[config.mk]
export PLATFORM = sky130hd
export DESIGN_NAME = uart_command_line_receiver_core
export DESIGN_NICKNAME = d
export VERILOG_FILES = /design/src/rtl/core/uclr_pkg.sv /design/src/rtl/core/uclr_ram.sv /design/src/rtl/core/uart_command_line_receiver_core.sv
export SDC_FILE = /design/constraint.sdc
export NUM_CORES = 1
export LEC_CHECK = 0
export BUFFER_PORTS_ARGS = -buffer_cell sky130_fd_sc_hd__buf_2
export CAP_MARGIN = 20
export CORE_AREA = 2 2 385 387
export DETAILED_ROUTE_END_ITERATION = 10
export DIE_AREA = 0 0 387 389
export GPL_ROUTABILITY_DRIVEN = 0
export PLACE_DENSITY_LB_ADDON = 0.1
export SLEW_MARGIN = 40
export SYNTH_ARGS = -nofsm -noshare
export SYNTH_HDL_FRONTEND = slang
export SYNTH_HIERARCHICAL = 1
export SYNTH_SLANG_ARGS = --single-unit
[constraint.sdc]
create_clock -name clk_i -period 4.2 [get_ports clk_i]
set_clock_uncertainty 0.15 [all_clocks]
set_input_delay 0.84 -clock clk_i [delete_from_list [all_inputs] [get_ports clk_i]]
set_output_delay 0.84 -clock clk_i [all_outputs]
set_load 0.03 [all_outputs]
[src/rtl/core/uclr_pkg.sv]
`timescale 1ns / 1ps
`default_nettype none

package uclr_pkg;

  // ring and line buffer geometry
  localparam int unsigned FIFO_DEPTH = 64;
  localparam int unsigned LINE_DEPTH = 64;
  localparam int unsigned FIFO_AW    = $clog2(FIFO_DEPTH);
  // a line never holds more than 62 characters, so the line memory stops at 64
  localparam int unsigned LINE_TOP   = (LINE_DEPTH < 64) ? LINE_DEPTH : 64;
  localparam int unsigned LINE_AW    = $clog2(LINE_TOP);

  // field and port widths
  localparam int unsigned DATA_W  = 8;
  localparam int unsigned LEN_W   = 6;
  localparam int unsigned CFG_W   = 7;
  localparam int unsigned PADDR_W = 3;
  localparam int unsigned PDATA_W = 32;

  // register map (word index)
  localparam logic [PADDR_W-3:0] REG_MAX_LEN = '0;
  localparam logic [CFG_W-1:0]   MAX_LEN_RST = 7'd64;

  // character codes
  localparam logic [DATA_W-1:0] CHAR_CR  = 8'h0D;
  localparam logic [DATA_W-1:0] CHAR_LF  = 8'h0A;
  localparam logic [DATA_W-1:0] CHAR_LA  = 8'h61;
  localparam logic [DATA_W-1:0] CHAR_LZ  = 8'h7A;
  localparam logic [DATA_W-1:0] CASE_OFS = 8'd32;

  // ring index advance with wrap
  function automatic logic [FIFO_AW-1:0] fifo_next(input logic [FIFO_AW-1:0] idx);
    logic [FIFO_AW-1:0] nxt;
    if (idx == FIFO_AW'(FIFO_DEPTH - 1)) begin
      nxt = '0;
    end else begin
      nxt = idx + 1'b1;
    end
    return nxt;
  endfunction

  // fold a to z onto upper case
  function automatic logic [DATA_W-1:0] to_upper(input logic [DATA_W-1:0] ch);
    logic [DATA_W-1:0] res;
    if (ch >= CHAR_LA && ch <= CHAR_LZ) begin
      res = ch - CASE_OFS;
    end else begin
      res = ch;
    end
    return res;
  endfunction

endpackage

`default_nettype wire

[src/rtl/core/uclr_ram.sv]
`timescale 1ns / 1ps
`default_nettype none

module uclr_ram #(
  parameter int unsigned DEPTH = 64,
  parameter int unsigned WIDTH = 8,
  localparam int unsigned AW   = $clog2(DEPTH)
) (
  input  logic             clk_i,
  input  logic             we_i,
  input  logic [AW-1:0]    waddr_i,
  input  logic [WIDTH-1:0] wdata_i,
  input  logic             re_i,
  input  logic [AW-1:0]    raddr_i,
  output logic [WIDTH-1:0] rdata_o
);

  logic [WIDTH-1:0] mem [DEPTH];
  logic [WIDTH-1:0] rdata_q;

  // write port
  always_ff @(posedge clk_i) begin
    if (we_i) begin
      mem[waddr_i] <= wdata_i;
    end
  end

  // registered read port
  always_ff @(posedge clk_i) begin
    if (re_i) begin
      rdata_q <= mem[raddr_i];
    end
  end

  assign rdata_o = rdata_q;

endmodule

`default_nettype wire

[src/rtl/core/uart_command_line_receiver_core.sv]
`timescale 1ns / 1ps
`default_nettype none

// Receive ring plus command-line framer. A push (action 0) returns one result in
// the next cycle, with dropped set when the ring already held FIFO_DEPTH-1
// bytes. A poll (action 1) keeps busy high while it consumes ring bytes (the ring
// memory has a single read port, read once per cycle) and, when a line completes,
// while it emits the characters (one line memory read per cycle); results come
// in the cycle after the reads, one per cycle. Results are shown for exactly one
// cycle on result_valid_o and cannot be held off by the receiver. The memories
// start undefined and need no clearing pass after reset. max_len may only be
// written while the block is idle.
module uart_command_line_receiver_core (
  input  logic                          clk_i,
  input  logic                          rst_ni,
  // command channel
  input  logic                          start,
  output logic                          busy,
  input  logic                          action_i,
  input  logic [uclr_pkg::DATA_W-1:0]   rx_byte_i,
  // result channel
  output logic                          result_valid_o,
  output logic [uclr_pkg::DATA_W-1:0]   cmd_char_o,
  output logic [uclr_pkg::LEN_W-1:0]    cmd_length_o,
  output logic                          has_command_o,
  output logic                          last_o,
  output logic                          dropped_o,
  // configuration port
  input  logic                          psel,
  input  logic                          penable,
  input  logic                          pwrite,
  input  logic [uclr_pkg::PADDR_W-1:0]  paddr,
  input  logic [uclr_pkg::PDATA_W-1:0]  pwdata,
  output logic [uclr_pkg::PDATA_W-1:0]  prdata,
  output logic                          pready
);

  import uclr_pkg::*;

  localparam logic [1:0] ST_IDLE = 2'd0;
  localparam logic [1:0] ST_PROC = 2'd1;
  localparam logic [1:0] ST_EMIT = 2'd2;

  localparam logic [CFG_W-1:0] LINE_TOP_W = CFG_W'(LINE_TOP);
  localparam logic [CFG_W-1:0] LIM_MIN    = 7'd2;

  logic [1:0]         state_q, state_d;
  logic [FIFO_AW-1:0] wr_q, wr_d;
  logic [FIFO_AW-1:0] rd_q, rd_d;
  logic [LINE_AW-1:0] cnt_q, cnt_d;
  logic [LINE_AW-1:0] k_q, k_d;
  logic [CFG_W-1:0]   max_len_q, max_len_d;

  logic               res_vld_q, res_vld_d;
  logic [LEN_W-1:0]   res_len_q, res_len_d;
  logic               res_has_q, res_has_d;
  logic               res_last_q, res_last_d;
  logic               res_drop_q, res_drop_d;

  logic               fifo_we, fifo_re;
  logic [FIFO_AW-1:0] fifo_raddr;
  logic [DATA_W-1:0]  fifo_rdata;
  logic               line_we, line_re;
  logic [DATA_W-1:0]  line_rdata;
  logic [DATA_W-1:0]  line_wdata;

  logic [CFG_W-1:0]   lim_sat;
  logic [LINE_AW-1:0] lim_m1;
  logic [LINE_AW-1:0] cnt_inc;
  logic [LINE_AW-1:0] k_inc;
  logic [FIFO_AW-1:0] wr_nxt;
  logic [FIFO_AW-1:0] rd_nxt;
  logic               is_term;
  logic               go_on;
  logic               none_res;
  logic               emit_last;
  logic               cfg_wr;
  logic               cfg_hit;

  // memories
  uclr_ram #(
    .DEPTH(FIFO_DEPTH),
    .WIDTH(DATA_W)
  ) u_fifo_ram (
    .clk_i  (clk_i),
    .we_i   (fifo_we),
    .waddr_i(wr_q),
    .wdata_i(rx_byte_i),
    .re_i   (fifo_re),
    .raddr_i(fifo_raddr),
    .rdata_o(fifo_rdata)
  );

  uclr_ram #(
    .DEPTH(LINE_TOP),
    .WIDTH(DATA_W)
  ) u_line_ram (
    .clk_i  (clk_i),
    .we_i   (line_we),
    .waddr_i(cnt_q),
    .wdata_i(line_wdata),
    .re_i   (line_re),
    .raddr_i(k_q),
    .rdata_o(line_rdata)
  );

  // configuration access
  assign cfg_hit = (paddr[PADDR_W-1:2] == REG_MAX_LEN);
  assign cfg_wr  = psel && penable && pwrite && cfg_hit;
  assign pready  = 1'b1;
  assign prdata  = cfg_hit ? PDATA_W'(max_len_q) : '0;

  always_comb begin
    max_len_d = max_len_q;
    if (cfg_wr) begin
      max_len_d = pwdata[CFG_W-1:0];
    end
  end

  // effective line limit
  always_comb begin
    if (max_len_q < LIM_MIN) begin
      lim_sat = LIM_MIN;
    end else if (max_len_q > LINE_TOP_W) begin
      lim_sat = LINE_TOP_W;
    end else begin
      lim_sat = max_len_q;
    end
  end

  assign lim_m1     = LINE_AW'(lim_sat - 7'd1);
  assign cnt_inc    = cnt_q + 1'b1;
  assign k_inc      = k_q + 1'b1;
  assign wr_nxt     = fifo_next(wr_q);
  assign rd_nxt     = fifo_next(rd_q);
  assign fifo_raddr = rd_q;
  assign line_wdata = to_upper(fifo_rdata);
  assign is_term    = (fifo_rdata == CHAR_CR) || (fifo_rdata == CHAR_LF);
  assign emit_last  = (k_inc == cnt_q);

  // sequencer
  always_comb begin
    state_d    = state_q;
    wr_d       = wr_q;
    rd_d       = rd_q;
    cnt_d      = cnt_q;
    k_d        = k_q;
    res_vld_d  = 1'b0;
    res_len_d  = res_len_q;
    res_has_d  = res_has_q;
    res_last_d = res_last_q;
    res_drop_d = res_drop_q;
    fifo_we    = 1'b0;
    fifo_re    = 1'b0;
    line_we    = 1'b0;
    line_re    = 1'b0;
    go_on      = 1'b0;
    none_res   = 1'b0;

    case (state_q)
      ST_IDLE: begin
        if (start) begin
          if (!action_i) begin
            // push transaction
            fifo_we    = (wr_nxt != rd_q);
            if (wr_nxt != rd_q) begin
              wr_d = wr_nxt;
            end
            res_vld_d  = 1'b1;
            res_len_d  = '0;
            res_has_d  = 1'b0;
            res_last_d = 1'b1;
            res_drop_d = (wr_nxt == rd_q);
          end else if (cnt_q >= lim_m1) begin
            // limit lowered under a held line
            cnt_d    = '0;
            none_res = 1'b1;
          end else if (rd_q == wr_q) begin
            none_res = 1'b1;
          end else begin
            fifo_re = 1'b1;
            rd_d    = rd_nxt;
            state_d = ST_PROC;
          end
        end
      end
      ST_PROC: begin
        if (is_term) begin
          if (cnt_q != '0) begin
            k_d     = '0;
            state_d = ST_EMIT;
          end else begin
            go_on = 1'b1;
          end
        end else begin
          line_we = 1'b1;
          if (cnt_inc >= lim_m1) begin
            // overlong line is discarded
            cnt_d    = '0;
            none_res = 1'b1;
            state_d  = ST_IDLE;
          end else begin
            cnt_d = cnt_inc;
            go_on = 1'b1;
          end
        end
        if (go_on) begin
          if (rd_q == wr_q) begin
            none_res = 1'b1;
            state_d  = ST_IDLE;
          end else begin
            fifo_re = 1'b1;
            rd_d    = rd_nxt;
          end
        end
      end
      ST_EMIT: begin
        line_re    = 1'b1;
        res_vld_d  = 1'b1;
        res_len_d  = LEN_W'(cnt_q);
        res_has_d  = 1'b1;
        res_last_d = emit_last;
        res_drop_d = 1'b0;
        k_d        = k_inc;
        if (emit_last) begin
          cnt_d   = '0;
          state_d = ST_IDLE;
        end
      end
      default: begin
        state_d = ST_IDLE;
      end
    endcase

    // poll that reports no command
    if (none_res) begin
      res_vld_d  = 1'b1;
      res_len_d  = '0;
      res_has_d  = 1'b0;
      res_last_d = 1'b1;
      res_drop_d = 1'b0;
    end
  end

  // control registers
  always_ff @(posedge clk_i or negedge rst_ni) begin
    if (!rst_ni) begin
      state_q   <= ST_IDLE;
      wr_q      <= '0;
      rd_q      <= '0;
      cnt_q     <= '0;
      k_q       <= '0;
      max_len_q <= MAX_LEN_RST;
      res_vld_q <= 1'b0;
    end else begin
      state_q   <= state_d;
      wr_q      <= wr_d;
      rd_q      <= rd_d;
      cnt_q     <= cnt_d;
      k_q       <= k_d;
      max_len_q <= max_len_d;
      res_vld_q <= res_vld_d;
    end
  end

  // result payload
  always_ff @(posedge clk_i) begin
    res_len_q  <= res_len_d;
    res_has_q  <= res_has_d;
    res_last_q <= res_last_d;
    res_drop_q <= res_drop_d;
  end

  assign busy           = (state_q != ST_IDLE);
  assign result_valid_o = res_vld_q;
  assign cmd_char_o     = res_has_q ? line_rdata : '0;
  assign cmd_length_o   = res_len_q;
  assign has_command_o  = res_has_q;
  assign last_o         = res_last_q;
  assign dropped_o      = res_drop_q;

  // a push to a full ring always comes back flagged as dropped
  assert property (@(posedge clk_i) disable iff (!rst_ni)
    start && !busy && !action_i && (wr_nxt == rd_q) |=> result_valid_o && dropped_o)
    else $error("full ring did not flag a dropped byte");

  // an accepted transaction either answers next cycle or keeps busy
  assert property (@(posedge clk_i) disable iff (!rst_ni)
    start && !busy |=> result_valid_o || busy)
    else $error("accepted transaction produced nothing");

  // line emission only runs with a held line
  assert property (@(posedge clk_i) disable iff (!rst_ni)
    (state_q == ST_EMIT) |-> (cnt_q != '0) && (k_q < cnt_q))
    else $error("line emission with bad count");

  // held count stays under the limit while scanning
  assert property (@(posedge clk_i) disable iff (!rst_ni)
    (state_q == ST_PROC) |-> (cnt_q < lim_m1))
    else $error("held line exceeds limit");

  // a final command character ends the emission
  assert property (@(posedge clk_i) disable iff (!rst_ni)
    result_valid_o && has_command_o && last_o |-> !busy || (state_q == ST_IDLE))
    else $error("emission continued after last character");

endmodule

`default_nettype wire
==> results by group, run 1 <==
Timing
  – Final cycle utilization of the critical path: 93.6%
  – Worst slew pin tran: 0.789 ns
  – Setup_tns: 0 ns
  – Fmax: 0.254 GHz
  – Pins Over Slew Limit: 0
  – Hold Fails Final Rpt: 0
  – Period minus WS final: 3.93 ns
  – Max_slew headroom: 46.7%
  – RSZ-0062 raised after global routing: false
  – Final setup fails: 0

Finish
  – Share of cells above drive strength 1: 29.1%
  – Fill count: 13,700
  – Final #Nets: 2,618
  – Finished Core Util: 35.1%
  – Area growth from synthesis to final layout: 17.8%
  – Post-route insts no fill: 4,583
  – FF+latch area: 0.0323 sq mm
  – Fin area: 0.0515 sq mm
  – Multi-input logic area: 0.0107 sq mm

Yosys
  – Yosys synthesis warning count: 6
  – Top_reg_cell synth: edfxtp_1
  – Post-synthesis sequential area ratio: 73.8%
  – Synthesized area: 0.0437 sq mm
  – Top cells by area, synth: edfxtp_1 (71%), mux4_2 (13%), dfrtp_1 (1.9%), nor2_1 (1.6%), mux2i_1 (1.1%)
  – Syn_area_per_cell: 19.4 sq um
  – Synth unique cells: 72
  – Asr flop ratio synth: 3.14%
  – Main combinational cell family by area after synthesis: multiplexers
  – Post-synth top cells: edfxtp_1 (1,040), mux4_2 (252), nor2_1 (188)
  – Register bit total from synthesis: 1,083
  – Post-synth EDFFs: 1,040
  – Synth top area share: 71.4%
  – Cell with the most instances after synthesis: edfxtp_1
  – Post-synthesis mux area share: 14.9%
  – Synth Area in Compound Gates: 3.25%
  – Top cell type by total area after synthesis: edfxtp_1
  – Synth Area in Simple Gates: 4.74%
  – Mapped Cells: 2,257
  – Area share of fa/ha/maj cells after synthesis: 0.595%
  – Post-Synth XOR/XNOR Area: 0.501%

Global route
  – Largest net degree at the start of global routing: 65
  – GRT Max-Usage Layer: met2
  – Vias in the first global route: 23,300
  – All-Layer GR Usage: 15.2%
  – First-pass GRT wire length: 167,000 um
  – Met2 Usage GRT: 24.3%
  – Total gr overflow: 0
  – Antenna violations before repair: 3
  – GRT met3 Usage: 2.35%
  – Met1 usage: 21.6%

Critical path
  – WP data required: 4.47 ns
  – FF-to-FF path depth: 14
  – CP cell instances: or4_1 -> nor2_1 -> o21ai_0 -> ha_1 -> xnor2_2 -> ha_1 -> o21ai_0 -> o21bai_1 -> maj3_2 -> maj3_2 -> nor2_1 -> a21oi_1 -> nor2_1 -> buf_4
  – Critical Path Sink Type: flop
  – Setup crit end: u_fifo_ram/rdata_o[6]$_DFFE_PP_
  – Crit path DAT: 4.20 ns
  – Critical path origin: max_len_q[2]$_DFFE_PN0P_
  – Max incr delay on CP: 0.55 ns
  – Most used cell along the critical path: nor2_1
  – Slowest-stage cell, CP: or4_1
  – R2r endpoint: u_fifo_ram/rdata_o[6]$_DFFE_PP_
  – Worst r2r src: max_len_q[2]$_DFFE_PN0P_
  – Startpoint types: flop
  – Worst Path Class, Setup: reg -> reg
  – Crit Path Max Fanout: 8
  – R2r setup slk: 0.27 ns

Clocking
  – Clock tree buffer depth: 3
  – CTS clk-pin slew, worst paths: 0.06 ns
  – CTS root buf: clkbuf_16
  – Clock Latency Late Sink: 0.74 ns
  – CTS buffer count: 120
  – Num Clock Sinks: 1,083
  – CTS tree: done
  – H-tree levels: 3

Die
  – Placement Rows: 141
  – Initial Utilization: 29.8%
  – Total Die Area: 0.151 sq mm
  – DIE WIDTH: 387 um
  – Die span in y: 389 um
  – Top-Level Pins: 102
  – Core area: 0.147 sq mm

Run status
  – Status: complete, no violations

Route
  – Drt pass-1 iters: 5
  – Drt drc: 0
  – WL/cell: 25.1 um
  – Total wire length: 115,000 um
  – Via count: 22,400
  – Iter 0 DRT Violations: 1,919
  – Vias per cell: 4.88
  – Post-detailed-route count of antenna-violating nets: 0

Min path
  – Hold path depth: 2
  – Hold Path Class: in -> reg

Place
  – Placed cell count: 4,354
  – Port Buffers: 48
  – DP Wirelength: 73,600 um
  – Post-Place Cell Area: 0.0475 sq mm

Pwr
  – Static Leak: 16.3 nW
  – Pwr per Cell Area: 588 mW/mm^2
  – Worst vdd ir: 0.352 mV

Flow run
  – Max-cap violation count: 0
what timing repair did:
| item | in CTS | in global routing |
|---|---|---|
| resized for setup | 0 | 3 |
| endpoints found under the setup margin | 0 | 14 |
| hold buffers | 1 | 0 |
| setup buffers | 0 | 1 |
| endpoints found under the hold margin | 33 | 0 |
flip-flops by register name, summed over array words and instances, names as in the netlist:
register / count
u_line_ram/mem: 512
cmd_length_o: 6
k_q: 6
has_command_o: 1
u_fifo_ram/rdata_o: 8
result_valid_o: 1
u_line_ram/rdata_o: 8
cnt_q: 6
state_q: 2
u_fifo_ram/mem: 512
dropped_o: 1
wr_q: 6
fifo_raddr: 6
last_o: 1
max_len_q: 7
layout make-up:
| class | count | share of cell area [%] |
|---|---|---|
| inverters | 16 | 0.117 |
| clock buffers | 151 | 6.10 |
| clock inverters | 74 | 1.60 |
| repair buffers | 286 | 4.09 |
| well taps | 1930 | 4.69 |
| multi-input cells | 1042 | 20.7 |
| diodes | 1 | 0.00486 |
| flip-flops and latches | 1083 | 62.7 |
cell families after synthesis:
| kind of cell | after synthesis |
|---|---|
| XOR/XNOR | 25 |
| other | 2 |
| AND/OR/NAND/NOR | 444 |
| buffers and inverters | 156 |
| adder cells (fa/ha/maj) | 21 |
| multiplexers | 333 |
| AO/OA/AOI/OAI | 193 |
| flip-flops | 1083 |
placed cells by master (no fill, tap or decap), types with 35 or more instances in the layout:
cell type / instances
clkbuf_16: 121
nand3_1: 53
nor2b_1: 38
buf_4: 234
buf_2: 45
nand2_1: 67
edfxtp_1: 1040
mux2_2: 35
mux4_2: 252
mux2i_1: 46
nor2_1: 187
stage by stage:
stage / power (mW) / setup WS [ns] / hold slack (ns)
4_1_cts: 30.7 / 0.162 / 0.132
2_1_floorplan: 17.4 / 0.0225 / 0.341
6_report: 30.3 / 0.267 / 0.201
3_5_place_dp: 20.1 / 0.201 / 0.332
3_3_place_gp: 20.0 / 0.185 / 0.319
5_1_grt: 31.6 / 0.00299 / 0.162
where the power goes:
part / switching, mW / internal (mW) / total, mW / leakage, nW
Sequential: 0.360 / 13.0 / 13.4 / 9.86
Clock: 4.35 / 6.21 / 10.6 / 1.91
Combinational: 4.03 / 2.36 / 6.38 / 4.52
Total: 8.73 / 21.6 / 30.3 / 16.3
per-layer routing:
metal / wire (um) / vias up
met3: 5230 / 162
met1: 53400 / 12000
met4: 2400 / 0
li1: - / 9756
met2: 53800 / 490
met5: 0 / -
how the worst min path moves through the flow:
stage | startpoint | end
final | pwdata[2] | max_len_q[2]$_DFFE_PN0P_
after detailed placement | cmd_length_o[3]$_SDFFE_PP0P_ | cmd_length_o[3]$_SDFFE_PP0P_
after global routing | pwdata[2] | max_len_q[2]$_DFFE_PN0P_
after global placement | cmd_length_o[3]$_SDFFE_PP0P_ | cmd_length_o[3]$_SDFFE_PP0P_
after CTS | pwdata[2] | max_len_q[2]$_DFFE_PN0P_
after floorplan | state_q[1]$_DFFE_PN0P_ | state_q[1]$_DFFE_PN0P_
worst max-delay path, delay by kind of cell (launching register included):
family / cells / cell delay (ns)
fa+ha+maj: 4 / 1.21
compound gates: 4 / 0.44
buf+inv: 1 / 0.20
simple gates: 4 / 0.99
xor+xnor: 1 / 0.20
flops: 1 / 0.44
(Power assumes the default switching activity.)
==> run 2: changes to the inputs <==
--- a/config.mk
+++ b/config.mk
@@ -7,9 +7,9 @@
 export LEC_CHECK = 0
 export BUFFER_PORTS_ARGS = -buffer_cell sky130_fd_sc_hd__buf_2
 export CAP_MARGIN = 20
-export CORE_AREA = 2 2 385 387
+export CORE_AREA = 2 2 299 301
 export DETAILED_ROUTE_END_ITERATION = 10
-export DIE_AREA = 0 0 387 389
+export DIE_AREA = 0 0 301 303
 export GPL_ROUTABILITY_DRIVEN = 0
 export PLACE_DENSITY_LB_ADDON = 0.1
 export SLEW_MARGIN = 40
@@ -17,3 +17,4 @@
 export SYNTH_HDL_FRONTEND = slang
 export SYNTH_HIERARCHICAL = 1
 export SYNTH_SLANG_ARGS = --single-unit
+export TNS_END_PERCENT = 10
==> constraint.sdc (replaced) <==
create_clock -name clk_i -period 4.86 [get_ports clk_i]
set_clock_uncertainty 0.15 [all_clocks]
set_input_delay 0.972 -clock clk_i [delete_from_list [all_inputs] [get_ports clk_i]]
set_output_delay 0.972 -clock clk_i [all_outputs]
set_load 0.03 [all_outputs]
==> run 2 against run 1 <==
Compared with the run above:
- final cell count is 21% lower
- first-iteration DRC count is 2.7% lower
- register-to-register slack better by 0.40 ns
- power is 20% lower
- via count is 3.4% lower
- worst setup slack better by 0.40 ns
- cell area is 5.2% lower
- fmax is 6.2% lower
==> results by group, run 2 (synthesized netlist as in run 1, its figures left out) <==
Place
  – Port Buffers: 48 (unchanged)
  – Placed cell count: 3,442 (was 4,354)
  – DP Wirelength: 58,600 um (was 73,600 um)
  – Setup WS pre-CTS: 0.735 ns (was 0.201 ns)

Pwr
  – Switching pwr: 6.71 mW (was 8.73 mW)
  – Clock share of power: 32.2% (was 34.8%)
  – Pwr per Cell Area: 497 mW/mm^2 (was 588 mW/mm^2)
  – Static Leak: 15.2 nW (was 16.3 nW)
  – Internal power: 17.6 mW (was 21.6 mW)
  – Combinational group share of total power: 20.0% (was 21.1%)
  – Worst vdd ir: 0.365 mV (was 0.352 mV)
  – Net Sw Frac: 27.6% (was 28.8%)
  – Power Total: 24.3 mW (was 30.3 mW)
  – Sequential share of power: 47.8% (was 44.1%)

Route
  – Post-detailed-route count of antenna-violating nets: 0 (unchanged)
  – Drt pass-1 iters: 6 (was 5)
  – Total wire length: 96,700 um (was 115,000 um)
  – Vias per cell: 5.95 (was 4.88)
  – Iter 0 DRT Violations: 1,867 (was 1,919)
  – WL/cell: 26.6 um (was 25.1 um)
  – Via count: 21,600 (was 22,400)
  – Drt drc: 0 (unchanged)

Timing
  – Setup_tns: 0 ns (unchanged)
  – Worst slew pin tran: 0.892 ns (was 0.789 ns)
  – Max_slew headroom: 40.3% (was 46.7%)
  – Period minus WS final: 4.19 ns (was 3.93 ns)
  – Hold WS: 0.122 ns (was 0.201 ns)
  – Pins Over Slew Limit: 0 (unchanged)
  – Fmax: 0.238 GHz (was 0.254 GHz)
  – Final worst slack: 0.667 ns (was 0.267 ns)
  – Final setup fails: 0 (unchanged)
  – Final cycle utilization of the critical path: 86.3% (was 93.6%)
  – Hold Fails Final Rpt: 0 (unchanged)
  – RSZ-0062 raised after global routing: false (unchanged)

Critical path
  – Startpoint types: flop (unchanged)
  – Crit Path Max Fanout: 16 (was 8)
  – Worst Path Class, Setup: reg -> reg (unchanged)
  – Critical Path Sink Type: flop (unchanged)
  – Crit path DAT: 4.33 ns (was 4.20 ns)
  – WP data required: 4.99 ns (was 4.47 ns)

Global route
  – Vias in the first global route: 22,400 (was 23,300)
  – Antenna violations before repair: 0 (was 3)
  – Total gr overflow: 0 (unchanged)
  – All-Layer GR Usage: 21.7% (was 15.2%)
  – First-pass GRT wire length: 145,000 um (was 167,000 um)
  – Largest net degree at the start of global routing: 84 (was 65)

Finish
  – Fill count: 6,773 (was 13,700)
  – Top flop regs: u_fifo_ram/mem (512), u_line_ram/mem (512) (unchanged)
  – Final #Nets: 2,459 (was 2,618)
  – Commonest non-fill, non-tap cell in the layout: edfxtp_1 (unchanged)
  – Number of diodes: 0 (was 1)
  – Commonest cells after routing, fill and taps aside: edfxtp_1 (1,040), mux4_2 (252), nor2_1 (152), clkbuf_16 (113), buf_4 (85) (was edfxtp_1 (1,040), mux4_2 (252), buf_4 (234), nor2_1 (187), clkbuf_16 (121))
  – Post-route insts no fill: 3,634 (was 4,583)
  – Area growth from synthesis to final layout: 11.7% (was 17.8%)
  – Share of cells above drive strength 1: 25.5% (was 29.1%)

Clocking
  – Post_cts resized: 0 (unchanged)
  – H-tree levels: 3 (unchanged)
  – CTS tree: done (unchanged)
  – Clock Latency Late Sink: 0.67 ns (was 0.74 ns)
  – Postcts setup bufs: 0 (unchanged)
  – CTS buffer count: 110 (was 120)
  – CTS clk-pin slew, worst paths: 0.07 ns (was 0.06 ns)
  – Num Clock Sinks: 1,083 (unchanged)
  – CTS root buf: clkbuf_16 (unchanged)
  – CTS hold repair buffers: 0 (was 1)
  – Clock tree buffer depth: 3 (unchanged)

Flow run
  – Max-cap violation count: 0 (unchanged)

Die
  – Placement Rows: 109 (was 141)
  – Top-Level Pins: 102 (unchanged)
  – Die span in y: 303 um (was 389 um)
  – Total Die Area: 0.0912 sq mm (was 0.151 sq mm)
  – Core area: 0.0880 sq mm (was 0.147 sq mm)
  – DIE WIDTH: 301 um (was 387 um)
  – Initial Utilization: 49.7% (was 29.8%)

Run status
  – Status: complete, no violations (unchanged)

Min path
  – Hold Path Class: in -> async (was in -> reg)
-- run 2: cell count changes in the layout (fill, tap and decap cells not counted), sizes merged --
| cell | previous run | this run |
|---|---|---|
| inv | 18 | 16 |
| bufinv | 15 | 6 |
| dlygate4sd3 | 1 | 0 |
| clkbuf | 151 | 137 |
| clkinvlp | 5 | 2 |
| diode | 1 | 0 |
| clkinv | 52 | 46 |
| buf | 285 | 137 |
-- run 2: worst paths after layout --
| path | start | end | slack (ns) | cells past startpoint |
|---|---|---|---|---|
| worst max-delay path | wr_q[1]$_DFFE_PN0P_ | u_fifo_ram/mem[20][4]$_DFFE_PP_ | 0.67 | 10 |
| worst min-delay path | rst_ni | cnt_q[0]$_DFFE_PN0P_ | 0.12 | 1 |
| worst max register to register | wr_q[1]$_DFFE_PN0P_ | u_fifo_ram/mem[20][4]$_DFFE_PP_ | 0.67 | 10 |
| worst min register to register | cmd_length_o[3]$_SDFFE_PP0P_ | cmd_length_o[3]$_SDFFE_PP0P_ | 0.30 | 2 |
| max in group asynchronous | rst_ni | fifo_raddr[0]$_DFFE_PN0P_ | 4.03 | 1 |
| min in group clk_i | cmd_length_o[3]$_SDFFE_PP0P_ | cmd_length_o[3]$_SDFFE_PP0P_ | 0.30 | 2 |
-- run 2: metal layers --
layer  wire [um]  vias to the layer above  track usage [%]
li1            -                     9427                -
met1       40100                    11400             29.3
met2       49300                      580             36.9
met3        4820                      160             3.31
met4        2550                        0             6.18
met5           0                        -                0
-- run 2: layout make-up --
type | instances | area (sq um) | share of cell area (%)
timing repair buffer | 137 | 995 | 2.04
clock buffer | 137 | 2920 | 5.98
inverter | 16 | 60.1 | 0.123
multi-input combinational | 1042 | 10700 | 22.0
tap | 1165 | 1460 | 2.99
sequential | 1083 | 32300 | 66.1
clock inverter | 54 | 390 | 0.799
-- run 2: power by group through the flow --
stage               clock, mW  sequential (mW)  combinational [mW]
floorplan                   0             11.8                3.24
global placement            0             11.8                4.78
detailed placement          0             11.8                4.90
CTS                      8.00             11.6                4.91
global route             8.36             11.6                5.24
finish                   7.82             11.6                4.85
-- run 2: per-stage QoR --
stage          util [%]  area, sq um
2_1_floorplan         -        43800
3_3_place_gp       51.6        45400
3_5_place_dp       51.6        45400
4_1_cts            55.4        48700
5_1_grt            55.5        48800
6_report           55.5        48800
-- run 2: worst max-delay path: stages, from the launching register on --
cell and delay (ns):
dfrtp_1 0.66, ha_1 0.33, a21oi_1 0.05, or2_2 0.30
a21oi_1 0.22, xor2_1 0.13, a31oi_2 0.17, buf_4 0.22
nor2b_1 0.26, nand2_1 0.48, nor2_1 0.81
==> run 3: changes to the inputs <==
--- a/config.mk
+++ b/config.mk
@@ -7,14 +7,13 @@
 export LEC_CHECK = 0
 export BUFFER_PORTS_ARGS = -buffer_cell sky130_fd_sc_hd__buf_2
 export CAP_MARGIN = 20
-export CORE_AREA = 2 2 299 301
+export CORE_AREA = 2 2 298 300
 export DETAILED_ROUTE_END_ITERATION = 10
-export DIE_AREA = 0 0 301 303
+export DIE_AREA = 0 0 300 302
 export GPL_ROUTABILITY_DRIVEN = 0
 export PLACE_DENSITY_LB_ADDON = 0.1
 export SLEW_MARGIN = 40
 export SYNTH_ARGS = -nofsm -noshare
 export SYNTH_HDL_FRONTEND = slang
-export SYNTH_HIERARCHICAL = 1
 export SYNTH_SLANG_ARGS = --single-unit
 export TNS_END_PERCENT = 10
==> run 3 against run 2 <==
Compared with the run above:
- critical path type unchanged
- core utilization up 0.74 points
- power increased by 7.4%
- clock power grew 8.4%
==> results by group, run 3 <==
Flow run
  – Max-cap violation count: 0 (unchanged)

Timing
  – Pins Over Slew Limit: 0 (unchanged)
  – Period minus WS final: 4.26 ns (was 4.19 ns)
  – Hold Fails Final Rpt: 0 (unchanged)
  – RSZ-0062 raised after global routing: false (unchanged)
  – Max_slew headroom: 40.3% (about the same)
  – Fmax: 0.235 GHz (was 0.238 GHz)
  – Final setup fails: 0 (unchanged)
  – Setup_tns: 0 ns (unchanged)
  – Final cycle utilization of the critical path: 87.7% (was 86.3%)
  – Worst slew pin tran: 0.892 ns (about the same)

Critical path
  – R2r setup slk: 0.60 ns (was 0.67 ns)
  – FF-to-FF path depth: 12 (was 10)
  – Critical Path Sink Type: flop (unchanged)
  – Crit path DAT: 4.67 ns (was 4.33 ns)
  – Worst Path Class, Setup: reg -> reg (unchanged)
  – Crit Path Max Fanout: 8 (was 16)
  – WP data required: 5.27 ns (was 4.99 ns)
  – R2r endpoint: state_q[1]$_DFFE_PN0P_ (was u_fifo_ram/mem[20][4]$_DFFE_PP_)
  – Startpoint types: flop (unchanged)
  – Worst r2r src: max_len_q[3]$_DFFE_PN0P_ (was wr_q[1]$_DFFE_PN0P_)

Yosys
  – Yosys synthesis warning count: 0 (was 6)
  – Synth unique cells: 77 (was 72)
  – Post-synth EDFFs: 1,040 (unchanged)
  – Register bit total from synthesis: 1,083 (unchanged)
  – Post-synth top cells: edfxtp_1 (1,040), mux4_2 (312), nor2_1 (112) (was edfxtp_1 (1,040), mux4_2 (252), nor2_1 (188))
  – Top cells by area, synth: edfxtp_1 (72%), mux4_2 (16%), dfrtp_1 (1.9%), nor2_1 (0.97%), mux2i_1 (0.81%) (was edfxtp_1 (71%), mux4_2 (13%), dfrtp_1 (1.9%), nor2_1 (1.6%), mux2i_1 (1.1%))
  – Top cell type by total area after synthesis: edfxtp_1 (unchanged)
  – Post-synthesis sequential area ratio: 74.2% (was 73.8%)
  – Syn_area_per_cell: 20.7 sq um (was 19.4 sq um)
  – Synthesized area: 0.0435 sq mm (was 0.0437 sq mm)
  – Asr flop ratio synth: 3.14% (unchanged)
  – Mapped Cells: 2,099 (was 2,257)
  – Cell with the most instances after synthesis: edfxtp_1 (unchanged)
  – Synth top area share: 71.8% (was 71.4%)
  – Top_reg_cell synth: edfxtp_1 (unchanged)

Pwr
  – Net Sw Frac: 28.3% (was 27.6%)
  – Internal power: 18.7 mW (was 17.6 mW)
  – Clock share of power: 32.5% (was 32.2%)
  – Combinational group share of total power: 22.6% (was 20.0%)
  – Worst vdd ir: 0.579 mV (was 0.365 mV)
  – Static Leak: 15.3 nW (was 15.2 nW)
  – Switching pwr: 7.39 mW (was 6.71 mW)
  – Sequential share of power: 44.9% (was 47.8%)
  – Pwr per Cell Area: 529 mW/mm^2 (was 497 mW/mm^2)

Global route
  – First-pass GRT wire length: 142,000 um (was 145,000 um)
  – All-Layer GR Usage: 21.4% (was 21.7%)
  – GRT Max-Usage Layer: met2 (unchanged)
  – Vias in the first global route: 21,200 (was 22,400)
  – Antenna violations before repair: 0 (unchanged)
  – GRT met3 Usage: 3.09% (was 3.31%)
  – Total gr overflow: 0 (unchanged)
  – Met1 usage: 29.3% (about the same)
  – Largest net degree at the start of global routing: 104 (was 84)
  – Met2 Usage GRT: 36.0% (was 36.9%)

Route
  – Iter 0 DRT Violations: 1,679 (was 1,867)
  – Drt drc: 0 (unchanged)
  – WL/cell: 27.1 um (was 26.6 um)
  – Drt pass-1 iters: 5 (was 6)
  – Vias per cell: 5.89 (was 5.95)
  – Total wire length: 94,800 um (was 96,700 um)
  – Post-detailed-route count of antenna-violating nets: 0 (unchanged)
  – Via count: 20,600 (was 21,600)

Die
  – Total Die Area: 0.0906 sq mm (was 0.0912 sq mm)
  – Core area: 0.0876 sq mm (was 0.0880 sq mm)
  – Die span in y: 302 um (was 303 um)
  – Placement Rows: 109 (unchanged)
  – Top-Level Pins: 102 (unchanged)
  – Initial Utilization: 49.7% (about the same)
  – DIE WIDTH: 300 um (was 301 um)

Clocking
  – CTS hold repair buffers: 0 (unchanged)
  – H-tree levels: 3 (unchanged)
  – CTS clk-pin slew, worst paths: 0.06 ns (was 0.07 ns)
  – Postcts setup bufs: 0 (unchanged)
  – CTS tree: done (unchanged)
  – Post_cts resized: 0 (unchanged)
  – Num Clock Sinks: 1,083 (unchanged)
  – CTS root buf: clkbuf_16 (unchanged)
  – CTS buffer count: 111 (was 110)
  – Clock Latency Late Sink: 0.68 ns (was 0.67 ns)
  – Clock tree buffer depth: 3 (unchanged)

Finish
  – Commonest cells after routing, fill and taps aside: edfxtp_1 (1,040), mux4_2 (312), clkbuf_16 (113), buf_4 (95), nor2_1 (88) (was edfxtp_1 (1,040), mux4_2 (252), nor2_1 (152), clkbuf_16 (113), buf_4 (85))
  – Fill count: 6,623 (was 6,773)
  – Number of diodes: 0 (unchanged)
  – Commonest non-fill, non-tap cell in the layout: edfxtp_1 (unchanged)
  – FF+latch area: 0.0323 sq mm (about the same)
  – Area growth from synthesis to final layout: 13.2% (was 11.7%)
  – Share of cells above drive strength 1: 29.7% (was 25.5%)
  – Top flop regs: u_fifo_ram.mem (512), u_line_ram.mem (512) (was u_fifo_ram/mem (512), u_line_ram/mem (512))
  – Finished Core Util: 56.2% (was 55.5%)
  – Multi-input logic area: 0.0107 sq mm (about the same)
  – Final #Nets: 2,298 (was 2,459)

Place
  – DP Wirelength: 58,300 um (was 58,600 um)
  – Port Buffers: 48 (unchanged)

Run status
  – Status: complete, no violations (unchanged)

Min path
  – Hold Path Class: in -> async (unchanged)
run 3: cell count changes in the layout (fill, tap and decap cells not counted), sizes merged, moves of 11 or more:
cell | previous run | this run
nor4 | 6 | 28
nand2b | 21 | 7
nand2 | 67 | 51
mux2i | 46 | 35
nand3 | 53 | 26
a211oi | 11 | 0
nor2 | 188 | 113
nor2b | 38 | 11
a221oi | 12 | 1
mux4 | 252 | 312
mux2 | 35 | 11
run 3: cell type report:
class	count	share of cell area, %
Clock buffer	141	6.10
Clock inverter	71	1.39
Inverter	17	0.130
Multi-Input combinational cell	876	21.8
Sequential cell	1083	65.5
Tap cell	1165	2.96
Timing Repair Buffer	140	2.06
run 3: cells by family after synthesis:
logic type      share of synthesized area (%)
mux                                      17.2
other cells                            0.0173
compound gates                           2.21
buf+inv                                  1.76
fa+ha+maj                               0.546
flops                                    74.2
simple gates                             3.50
xor+xnor                                0.564
run 3: per-layer routing:
layer,routed length (um),vias to the layer above
met5,0,-
met4,2800,0
met3,4060,152
met2,48400,529
met1,39500,10900
li1,-,8968
run 3: through the flow:
step	setup WS [ns]	instances	total power [mW]	hold WS [ns]	instance area, sq um
floorplan	0.683	2123	15.7	0.350	43600
global placement	0.568	3281	17.8	0.310	45400
detailed placement	0.634	3281	17.9	0.310	45500
CTS	0.606	3493	26.4	0.0927	49200
global route	0.274	3493	27.1	0.104	49200
finish	0.597	3493	26.1	0.114	49200
run 3: critical path, stage by stage, from the launching register on:
cell and delay, ns:
dfrtp_1 0.45, or4_1 0.54, nor2_1 0.17, or3b_2 0.19, ha_1 0.23, xnor2_1 0.12
ha_1 0.21, a2111oi_0 0.51, o21ai_1 0.24, a221o_1 0.40, a2111oi_0 0.65, or3_1 0.21
nand3_1 0.08
run 3: power by group through the flow:
| stage | clock, mW | sequential, mW | combinational [mW] |
|---|---|---|---|
| after floorplan | 0 | 11.8 | 3.83 |
| after global placement | 0 | 11.9 | 5.87 |
| after detailed placement | 0 | 11.9 | 6.00 |
| after CTS | 8.66 | 11.7 | 6.02 |
| after global routing | 9.02 | 11.7 | 6.30 |
| final | 8.48 | 11.7 | 5.89 |
run 3: worst max path at each step:
stage / endpoint / slack (ns) / cells past startpoint / startpoint
final: state_q[1]$_DFFE_PN0P_ / 0.60 / 12 / max_len_q[3]$_DFFE_PN0P_
after global routing: state_q[1]$_DFFE_PN0P_ / 0.27 / 12 / max_len_q[3]$_DFFE_PN0P_
after CTS: u_fifo_ram.rdata_o[4]$_DFFE_PP_ / 0.61 / 13 / max_len_q[3]$_DFFE_PN0P_
after detailed placement: u_fifo_ram.rdata_o[5]$_DFFE_PP_ / 0.63 / 12 / max_len_q[3]$_DFFE_PN0P_
after global placement: u_fifo_ram.rdata_o[4]$_DFFE_PP_ / 0.57 / 12 / max_len_q[3]$_DFFE_PN0P_
after floorplan: u_line_ram.mem[0][6]$_DFFE_PP_ / 0.68 / 4 / u_fifo_ram.rdata_o[1]$_DFFE_PP_
